**src/hw/rtl/crs_pkg.sv**
```systemverilog
// Package for the chunk resequencer: payload structs, action codes, constants.
// No dependencies.
package crs_pkg;

  localparam logic [2:0] ActDup      = 3'd0;
  localparam logic [2:0] ActLate     = 3'd1;
  localparam logic [2:0] ActFull     = 3'd2;
  localparam logic [2:0] ActAccept   = 3'd3;
  localparam logic [2:0] ActRelease  = 3'd4;

  localparam logic [0:0] RegTotal     = 1'b0;
  localparam logic [0:0] RegThreshold = 1'b1;
  localparam logic [31:0] ThresholdReset = 32'd1048576;

  typedef struct packed {
    logic [31:0] chunk_id;
    logic [15:0] chunk_bytes;
    logic [15:0] payload_tag;
  } in_item_t;

  typedef struct packed {
    logic [2:0]  action;
    logic [31:0] out_id;
    logic [15:0] out_bytes;
    logic [15:0] out_tag;
    logic [31:0] joined_total;
    logic        stream_done;
    logic        last;
  } out_item_t;

  // classified command from the front to the back
  typedef struct packed {
    in_item_t   item;
    logic       insert;
    logic [2:0] action;
  } cmd_t;

endpackage

```
**src/hw/rtl/chunk_resequencer.sv**
```systemverilog
// Chunk resequencer top: front classifier plus back table/release engine.
// One chunk at a time: the front holds the accepted chunk, and the first result
// beat is registered in the output register when the back takes its command; no
// new chunk is taken until then. During a release one entry shifts out per cycle
// while the output is free and commands wait; a step whose head does not match ends
// the release. Reset clears table valid bits, counters and configuration (threshold to 1048576) at once.
module chunk_resequencer #(
  parameter int TABLE_DEPTH = 16
) (
  input  logic               clk_i,
  input  logic               rst_ni,
  input  logic               cfg_we_i,
  input  logic               cfg_idx_i,
  input  logic [31:0]        cfg_data_i,
  input  logic               in_valid_i,
  output logic               in_ready_o,
  input  crs_pkg::in_item_t  in_data_i,
  output logic               out_valid_o,
  input  logic               out_ready_i,
  output crs_pkg::out_item_t out_data_o
);
  crs_pkg::in_item_t probe;
  crs_pkg::cmd_t     cmd;
  logic busy, dup, late, full, cmd_valid, cmd_ready;

  crs_front u_front (
    .clk_i, .rst_ni, .in_valid_i, .in_ready_o, .in_data_i,
    .busy_i(busy), .dup_i(dup), .late_i(late), .full_i(full),
    .probe_o(probe), .cmd_valid_o(cmd_valid), .cmd_ready_i(cmd_ready), .cmd_o(cmd)
  );

  crs_back #(.TABLE_DEPTH(TABLE_DEPTH)) u_back (
    .clk_i, .rst_ni, .cfg_we_i, .cfg_idx_i, .cfg_data_i,
    .probe_i(probe), .busy_o(busy), .dup_o(dup), .late_o(late), .full_o(full),
    .cmd_valid_i(cmd_valid), .cmd_ready_o(cmd_ready), .cmd_i(cmd),
    .out_valid_o, .out_ready_i, .out_data_o
  );
endmodule

```
**src/hw/rtl/crs_front.sv**
```systemverilog
// Front: accepts a chunk, waits for the table to settle, classifies it and
// queues a command. Depends on crs_pkg.
module crs_front (
  input  logic              clk_i,
  input  logic              rst_ni,
  input  logic              in_valid_i,
  output logic              in_ready_o,
  input  crs_pkg::in_item_t in_data_i,
  input  logic              busy_i,
  input  logic              dup_i,
  input  logic              late_i,
  input  logic              full_i,
  output crs_pkg::in_item_t probe_o,
  output logic              cmd_valid_o,
  input  logic              cmd_ready_i,
  output crs_pkg::cmd_t     cmd_o
);
  logic              held_q;
  crs_pkg::in_item_t item_q;

  // one item in flight: classification must see the table after the last release
  assign in_ready_o  = !held_q;
  assign probe_o     = item_q;
  assign cmd_valid_o = held_q && !busy_i;

  always_comb begin
    cmd_o.item = item_q;
    cmd_o.insert = 1'b0;
    if (dup_i) cmd_o.action = crs_pkg::ActDup;
    else if (late_i) cmd_o.action = crs_pkg::ActLate;
    else if (full_i) cmd_o.action = crs_pkg::ActFull;
    else begin
      cmd_o.action = crs_pkg::ActAccept;
      cmd_o.insert = 1'b1;
    end
  end

  always_ff @(posedge clk_i or negedge rst_ni) begin
    if (!rst_ni) begin
      held_q <= 1'b0;
    end else if (in_valid_i && in_ready_o) begin
      held_q <= 1'b1;
    end else if (cmd_valid_o && cmd_ready_i) begin
      held_q <= 1'b0;
    end
  end

  always_ff @(posedge clk_i) begin
    if (in_valid_i && in_ready_o) item_q <= in_data_i;
  end
endmodule

```
**src/hw/rtl/crs_back.sv**
```systemverilog
// Back: sorted slot table, byte counters, insert and in-order release, output
// register. Depends on crs_pkg.
module crs_back #(
  parameter int TABLE_DEPTH = 16
) (
  input  logic               clk_i,
  input  logic               rst_ni,
  input  logic               cfg_we_i,
  input  logic               cfg_idx_i,
  input  logic [31:0]        cfg_data_i,
  input  crs_pkg::in_item_t  probe_i,
  output logic               busy_o,
  output logic               dup_o,
  output logic               late_o,
  output logic               full_o,
  input  logic               cmd_valid_i,
  output logic               cmd_ready_o,
  input  crs_pkg::cmd_t      cmd_i,
  output logic               out_valid_o,
  input  logic               out_ready_i,
  output crs_pkg::out_item_t out_data_o
);
  logic [31:0] total_q, thresh_q, buf_q, joined_q, next_q;
  logic        exh_q, rel_q;
  logic [TABLE_DEPTH-1:0] vld_q;
  logic [31:0] sid_q [TABLE_DEPTH];
  logic [15:0] sby_q [TABLE_DEPTH];
  logic [15:0] stg_q [TABLE_DEPTH];
  logic        ov_q;
  crs_pkg::out_item_t od_q;

  logic [TABLE_DEPTH-1:0] lt, eq;
  logic out_free, take, rel_go, rel_more_after;
  logic [31:0] new_buf;
  logic [32:0] jsum, trig_sum;
  logic [31:0] jsat;
  logic trig;

  always_comb begin
    for (int i = 0; i < TABLE_DEPTH; i++) begin
      lt[i] = vld_q[i] && (sid_q[i] < probe_i.chunk_id);
      eq[i] = vld_q[i] && (sid_q[i] == probe_i.chunk_id);
    end
  end

  assign out_free    = !ov_q || out_ready_i;
  assign busy_o      = rel_q;
  assign dup_o       = |eq;
  assign late_o      = exh_q || (probe_i.chunk_id < next_q);
  assign full_o      = vld_q[TABLE_DEPTH-1];
  assign cmd_ready_o = !rel_q && out_free;
  assign take        = cmd_valid_i && cmd_ready_o;

  assign new_buf  = buf_q + {16'd0, cmd_i.item.chunk_bytes};
  assign trig_sum = {1'b0, joined_q} + {1'b0, new_buf};
  assign trig     = (new_buf > thresh_q) || (trig_sum >= {1'b0, total_q});

  // release step: head matches the next expected id; the total gate is
  // checked once at insert time and holds for the whole drain
  assign rel_go = rel_q && out_free && vld_q[0] && !exh_q && (sid_q[0] == next_q);
  assign jsum = {1'b0, joined_q} + {17'd0, sby_q[0]};
  assign jsat = jsum[32] ? 32'hFFFF_FFFF : jsum[31:0];
  assign rel_more_after = vld_q[1] && (sid_q[0] != 32'hFFFF_FFFF) &&
                          (sid_q[1] == sid_q[0] + 32'd1);

  assign out_valid_o = ov_q;
  assign out_data_o  = od_q;

  always_ff @(posedge clk_i or negedge rst_ni) begin
    if (!rst_ni) begin
      total_q  <= '0;
      thresh_q <= crs_pkg::ThresholdReset;
      buf_q    <= '0;
      joined_q <= '0;
      next_q   <= '0;
      exh_q    <= 1'b0;
      rel_q    <= 1'b0;
      vld_q    <= '0;
      ov_q     <= 1'b0;
    end else begin
      if (cfg_we_i) begin
        if (cfg_idx_i == crs_pkg::RegTotal) total_q <= cfg_data_i;
        else thresh_q <= cfg_data_i;
      end
      if (take || rel_go) ov_q <= 1'b1;
      else if (out_ready_i) ov_q <= 1'b0;
      if (take) begin
        if (cmd_i.insert) begin
          buf_q <= new_buf;
          for (int i = TABLE_DEPTH - 1; i > 0; i--) begin
            if (!lt[i]) vld_q[i] <= vld_q[i-1];
          end
          vld_q[0] <= 1'b1;
          rel_q <= trig && (joined_q < total_q);
        end
      end else if (rel_q && out_free) begin
        if (rel_go) begin
          joined_q <= jsat;
          buf_q    <= buf_q - {16'd0, sby_q[0]};
          next_q   <= sid_q[0] + 32'd1;
          if (sid_q[0] == 32'hFFFF_FFFF) exh_q <= 1'b1;
          vld_q    <= vld_q >> 1;
          rel_q    <= rel_more_after;
        end else begin
          rel_q <= 1'b0;
        end
      end
    end
  end

  always_ff @(posedge clk_i) begin
    if (take) begin
      od_q.action       <= cmd_i.action;
      od_q.out_id       <= cmd_i.item.chunk_id;
      od_q.out_bytes    <= cmd_i.item.chunk_bytes;
      od_q.out_tag      <= cmd_i.item.payload_tag;
      od_q.joined_total <= joined_q;
      od_q.stream_done  <= (joined_q == total_q);
      // last unless a release will follow; predict from the post-insert head
      od_q.last         <= !(cmd_i.insert && trig && (joined_q < total_q) && !exh_q &&
                             (lt[0] ? (sid_q[0] == next_q)
                                    : (cmd_i.item.chunk_id == next_q)));
      if (cmd_i.insert) begin
        if (!lt[0]) begin
          sid_q[0] <= cmd_i.item.chunk_id;
          sby_q[0] <= cmd_i.item.chunk_bytes;
          stg_q[0] <= cmd_i.item.payload_tag;
        end
        for (int i = 1; i < TABLE_DEPTH; i++) begin
          if (!lt[i]) begin
            if (lt[i-1]) begin
              sid_q[i] <= cmd_i.item.chunk_id;
              sby_q[i] <= cmd_i.item.chunk_bytes;
              stg_q[i] <= cmd_i.item.payload_tag;
            end else begin
              sid_q[i] <= sid_q[i-1];
              sby_q[i] <= sby_q[i-1];
              stg_q[i] <= stg_q[i-1];
            end
          end
        end
      end
    end else if (rel_go) begin
      od_q.action       <= crs_pkg::ActRelease;
      od_q.out_id       <= sid_q[0];
      od_q.out_bytes    <= sby_q[0];
      od_q.out_tag      <= stg_q[0];
      od_q.joined_total <= jsat;
      od_q.stream_done  <= (jsat == total_q);
      od_q.last         <= !rel_more_after;
      for (int i = 0; i < TABLE_DEPTH - 1; i++) begin
        sid_q[i] <= sid_q[i+1];
        sby_q[i] <= sby_q[i+1];
        stg_q[i] <= stg_q[i+1];
      end
    end
  end
endmodule
```
**config.mk**
```make
export PLATFORM = sky130hd
export DESIGN_NAME = chunk_resequencer
export DESIGN_NICKNAME = d
export VERILOG_FILES = /design/src/hw/rtl/crs_pkg.sv /design/src/hw/rtl/chunk_resequencer.sv /design/src/hw/rtl/crs_front.sv /design/src/hw/rtl/crs_back.sv
export SDC_FILE = /design/constraint.sdc
export NUM_CORES = 2
export LEC_CHECK = 0
export ABC_AREA = 1
export BUFFER_PORTS_ARGS = -buffer_cell sky130_fd_sc_hd__buf_2
export CORE_MARGIN = 5
export CORE_UTILIZATION = 41
export CTS_CLUSTER_DIAMETER = 150
export DETAILED_ROUTE_END_ITERATION = 16
export GPL_TIMING_DRIVEN = 0
export SKIP_CTS_REPAIR_TIMING = 1
export SLEW_MARGIN = 10
export SYNTH_ARGS = -nofsm -noshare
export SYNTH_HDL_FRONTEND = slang
export SYNTH_HIERARCHICAL = 1
export SYNTH_SLANG_ARGS = --single-unit
```
**constraint.sdc**
```tcl
create_clock -name clk_i -period 6.4 [get_ports clk_i]
set_clock_uncertainty 0.15 [all_clocks]
set_input_delay 0.96 -clock clk_i [delete_from_list [all_inputs] [get_ports clk_i]]
set_output_delay 0.96 -clock clk_i [all_outputs]
set_load 0.05 [all_outputs]
```
==> run_results.csv <==
group,metric,value,unit
run_status,status,"finished, violations left",
run_status,violations,"negative setup slack",
hold_path,min_path_cells,1,
final_layout,final-seq-area,40210,um^2
hold_path,min_path_type,"in -> reg",
critical_path,critPathMaxFanout,36,
route,remaining_drc_errors,0,
yosys,synth_fp_nets,12210,
yosys,syn_area,91130,um^2
grt,antenna_found_initial,17,
route,viasPerCell,5.693,
pwr,leakagePower,47.25,nW
final_layout,multiInputGateArea,44060,um^2
final_layout,final_layout_size_suffix_gt1_share,8.612,%
floorplanning,die_w,481.5,um
floorplanning,initial_core_util,41.11,%
clocking,clock_path_buffers,3,
final_layout,nets,12810,
final_layout,fin_cells,15110,
clocking,cts_buffers,171,
timing,fmax,0.1551,GHz
critical_path,path_delay_family,"buffers and inverters",
critical_path,critPathLaunchType,"register",
floorplanning,core_area,221700,um^2
route,drtAntennaViolNets,0,
final_layout,fillers,22140,
critical_path,cp_slowest_cell,"ha_1",
timing,hold_viol,0,
critical_path,worst-path-stages,20,
critical_path,ff2ff_path_depth,20,
route,vias,86030,
critical_path,cp_num_buf_inv,9,
grt,grt_usage,34.38,%
timing,finalCritPeriodShare,100.8,%
clocking,cts_root_buf,"clkbuf_16",
critical_path,cp_cell_sequence,"buf_12 > buf_4 > clkinvlp_4 > ha_1 > inv_1 > nor2_1 > nand2_1 > nor2_1 > a32o_1 > nor3_1 > nand3b_1 > buf_12 > nor3_1 > inv_1 > nor2_4 > clkbuf_4 > clkbuf_4 > nand2_1 > nand2_8 > buf_16",
critical_path,cpPeakStageDelay,530,ps
grt,grt_pass1_vias,80500,
critical_path,critPathCaptureType,"register",
clocking,cts_sinks,1369,
critical_path,crit_end,"u_back/sid_q[0][48]$_DFFE_PP_",
route,wl,414200,um
placed_design,dp.cells,14590,
yosys,synth_area_per_cell,8.003,um^2
placed_design,portBuffers,204,
placed_design,dp_hpwl,343300,um
critical_path,crit_path_start,"u_front/cmd_o[41]$_DFFE_PP_",
yosys,syn_inst,11390,
grt,grt_max_degree,75,
floorplanning,num_rows,173,
floorplanning,die_height,481.5,um
timing,max-slew-margin-rel,5.808,%
clocking,clkTransAtPathRegs,60,ps
placed_design,gp_congestion,0.9829,
placed_design,dpl_worst_slack,-2708,ps
grt,grt_overflow,0,
floorplanning,fp.dieArea,231800,um^2
timing,rsz0062_at_grt,"true",
floorplanning,io_pins,205,
timing,fin_ws,-48.84,ps
critical_path,r2r_slack,-50,ps
route,routedWlPerCell,27.41,um
final_layout,design_area,104900,um^2
critical_path,r2r-start,"u_front/cmd_o[41]$_DFFE_PP_",
timing,fin_setup_tns,-2171,ps
pwr,ir_drop,253.3,uV
placed_design,dpl_cell_area,96570,um^2
timing,period_minus_slack,6449,ps
critical_path,reg2reg_to,"u_back/sid_q[0][48]$_DFFE_PP_",
critical_path,arrival,6780,ps
grt,grt_first_pass_wirelength,573900,um
final_layout,area_delta_synth_final,15.13,%
yosys,yosysWarnings,6,
clocking,clk_latency,860,ps
critical_path,critPathKind,"reg -> reg",
route,drtIter0Drc,10350,
timing,maxSlewViolCount,0,
run,max_cap_violations,0,
pwr,power.density,278.5,nW/um^2
timing,worstMarginPinSlew,1413,ps
route,dr.pass1.iters,6,
critical_path,required,6730,ps
clocking,htreeDepth,4,
clocking,cts_tree,"done",
timing,setup-violations-final,114,
[stage by stage]
stage / total power [mW] / hold WS [ps] / utilization [%]
floorplan: 15.42 / 303.0 / -
global placement: 18.73 / 318.8 / 43.26
detailed placement: 18.84 / 328.6 / 43.57
CTS: 28.69 / -143.2 / 46.09
global route: 30.29 / 81.43 / 47.33
finish: 29.22 / 124.8 / 47.34
[flip-flops by register name, summed over array words and instances (netlist names)]
register	flops
u_back/buf_q	32
u_back/busy_o	1
u_back/stg_q	256
u_back/vld_q	16
u_back/next_q	32
u_back/sid_q	512
u_back/joined_q	32
u_back/exh_q	1
u_back/total_q	32
u_back/thresh_q	32
u_back/sby_q	256
u_front/held_q	1
u_front/cmd_o	64
u_back/out_valid_o	1
u_back/out_data_o	101
[worst reg2reg max path: stages (launching register included)]
cell and delay, ps:
edfxtp_1 370, buf_12 160, buf_4 170, clkinvlp_4 490
ha_1 560, inv_1 60, nor2_1 50, nand2_1 60
nor2_1 190, a32o_1 350, nor3_1 300, nand3b_1 190
buf_12 200, nor3_1 150, inv_1 140, nor2_4 490
clkbuf_4 530, clkbuf_4 540, nand2_1 230, nand2_8 340
buf_16 260
[layout by cell type, fill, tap and decap left out, types with 26 or more instances in the layout]
cell type,count
edfxtp_1,1189
a31oi_1,26
buf_1,32
nand3_1,598
buf_4,241
nor4_1,39
o211ai_1,218
a21oi_1,395
o21ai_0,1131
xnor2_1,63
nand2_1,3743
dfrtp_1,179
ha_1,716
clkbuf_1,448
nor3_1,70
o21ai_1,209
xor2_1,46
nor2_1,300
nand4_1,392
clkinvlp_4,36
buf_2,302
clkinv_1,34
buf_12,68
clkinv_2,28
inv_1,1105
clkbuf_16,172
[power breakdown]
group / switching [mW] / internal (mW) / total, mW / leakage (nW)
logic: 6.44 / 2.26 / 8.71 / 32.5
registers: 0.281 / 10.4 / 10.7 / 12.1
clock network: 4.24 / 5.60 / 9.84 / 2.70
total: 11.0 / 18.3 / 29.2 / 47.2
[routing by layer]
metal | share of wire (%) | wire length, um | global-route usage (%) | vias up
met5 | 0.0065 | 27 | 0 | -
met4 | 4.0 | 16400 | 12.16 | 4
met3 | 9.7 | 40020 | 6.511 | 584
met2 | 43 | 178000 | 52.75 | 4153
met1 | 43 | 179700 | 48.57 | 41390
li1 | - | - | - | 39910
[how the worst min path moves through the flow]
stage / slack, ps / end / from
6_report: 120 / u_front/cmd_o[40]$_DFFE_PP_ / in_data_i[36]
3_3_place_gp: 320 / u_back/thresh_q[11]$_DFFE_PN0P_ / u_back/thresh_q[11]$_DFFE_PN0P_
5_1_grt: 80 / u_front/cmd_o[8]$_DFFE_PP_ / in_data_i[4]
3_5_place_dp: 330 / u_back/thresh_q[17]$_DFFE_PN0P_ / u_back/thresh_q[17]$_DFFE_PN0P_
4_1_cts: -140 / u_back/next_q[13]$_DFFE_PN0P_ / rst_ni
2_1_floorplan: 300 / u_back/thresh_q[10]$_DFFE_PN0P_ / u_back/thresh_q[10]$_DFFE_PN0P_
[layout make-up]
cell class / count / share of cell area (%)
Antenna cell: 13 / 0.03100
Buffer: 676 / 3.060
Clock buffer: 215 / 4.266
Clock inverter: 97 / 1.061
Inverter: 1151 / 4.235
Multi-Input combinational cell: 8191 / 41.99
Sequential cell: 1369 / 38.32
Tap cell: 2975 / 3.548
Timing Repair Buffer: 424 / 3.484
No activity file was read; power rests on OpenSTA's default activity.
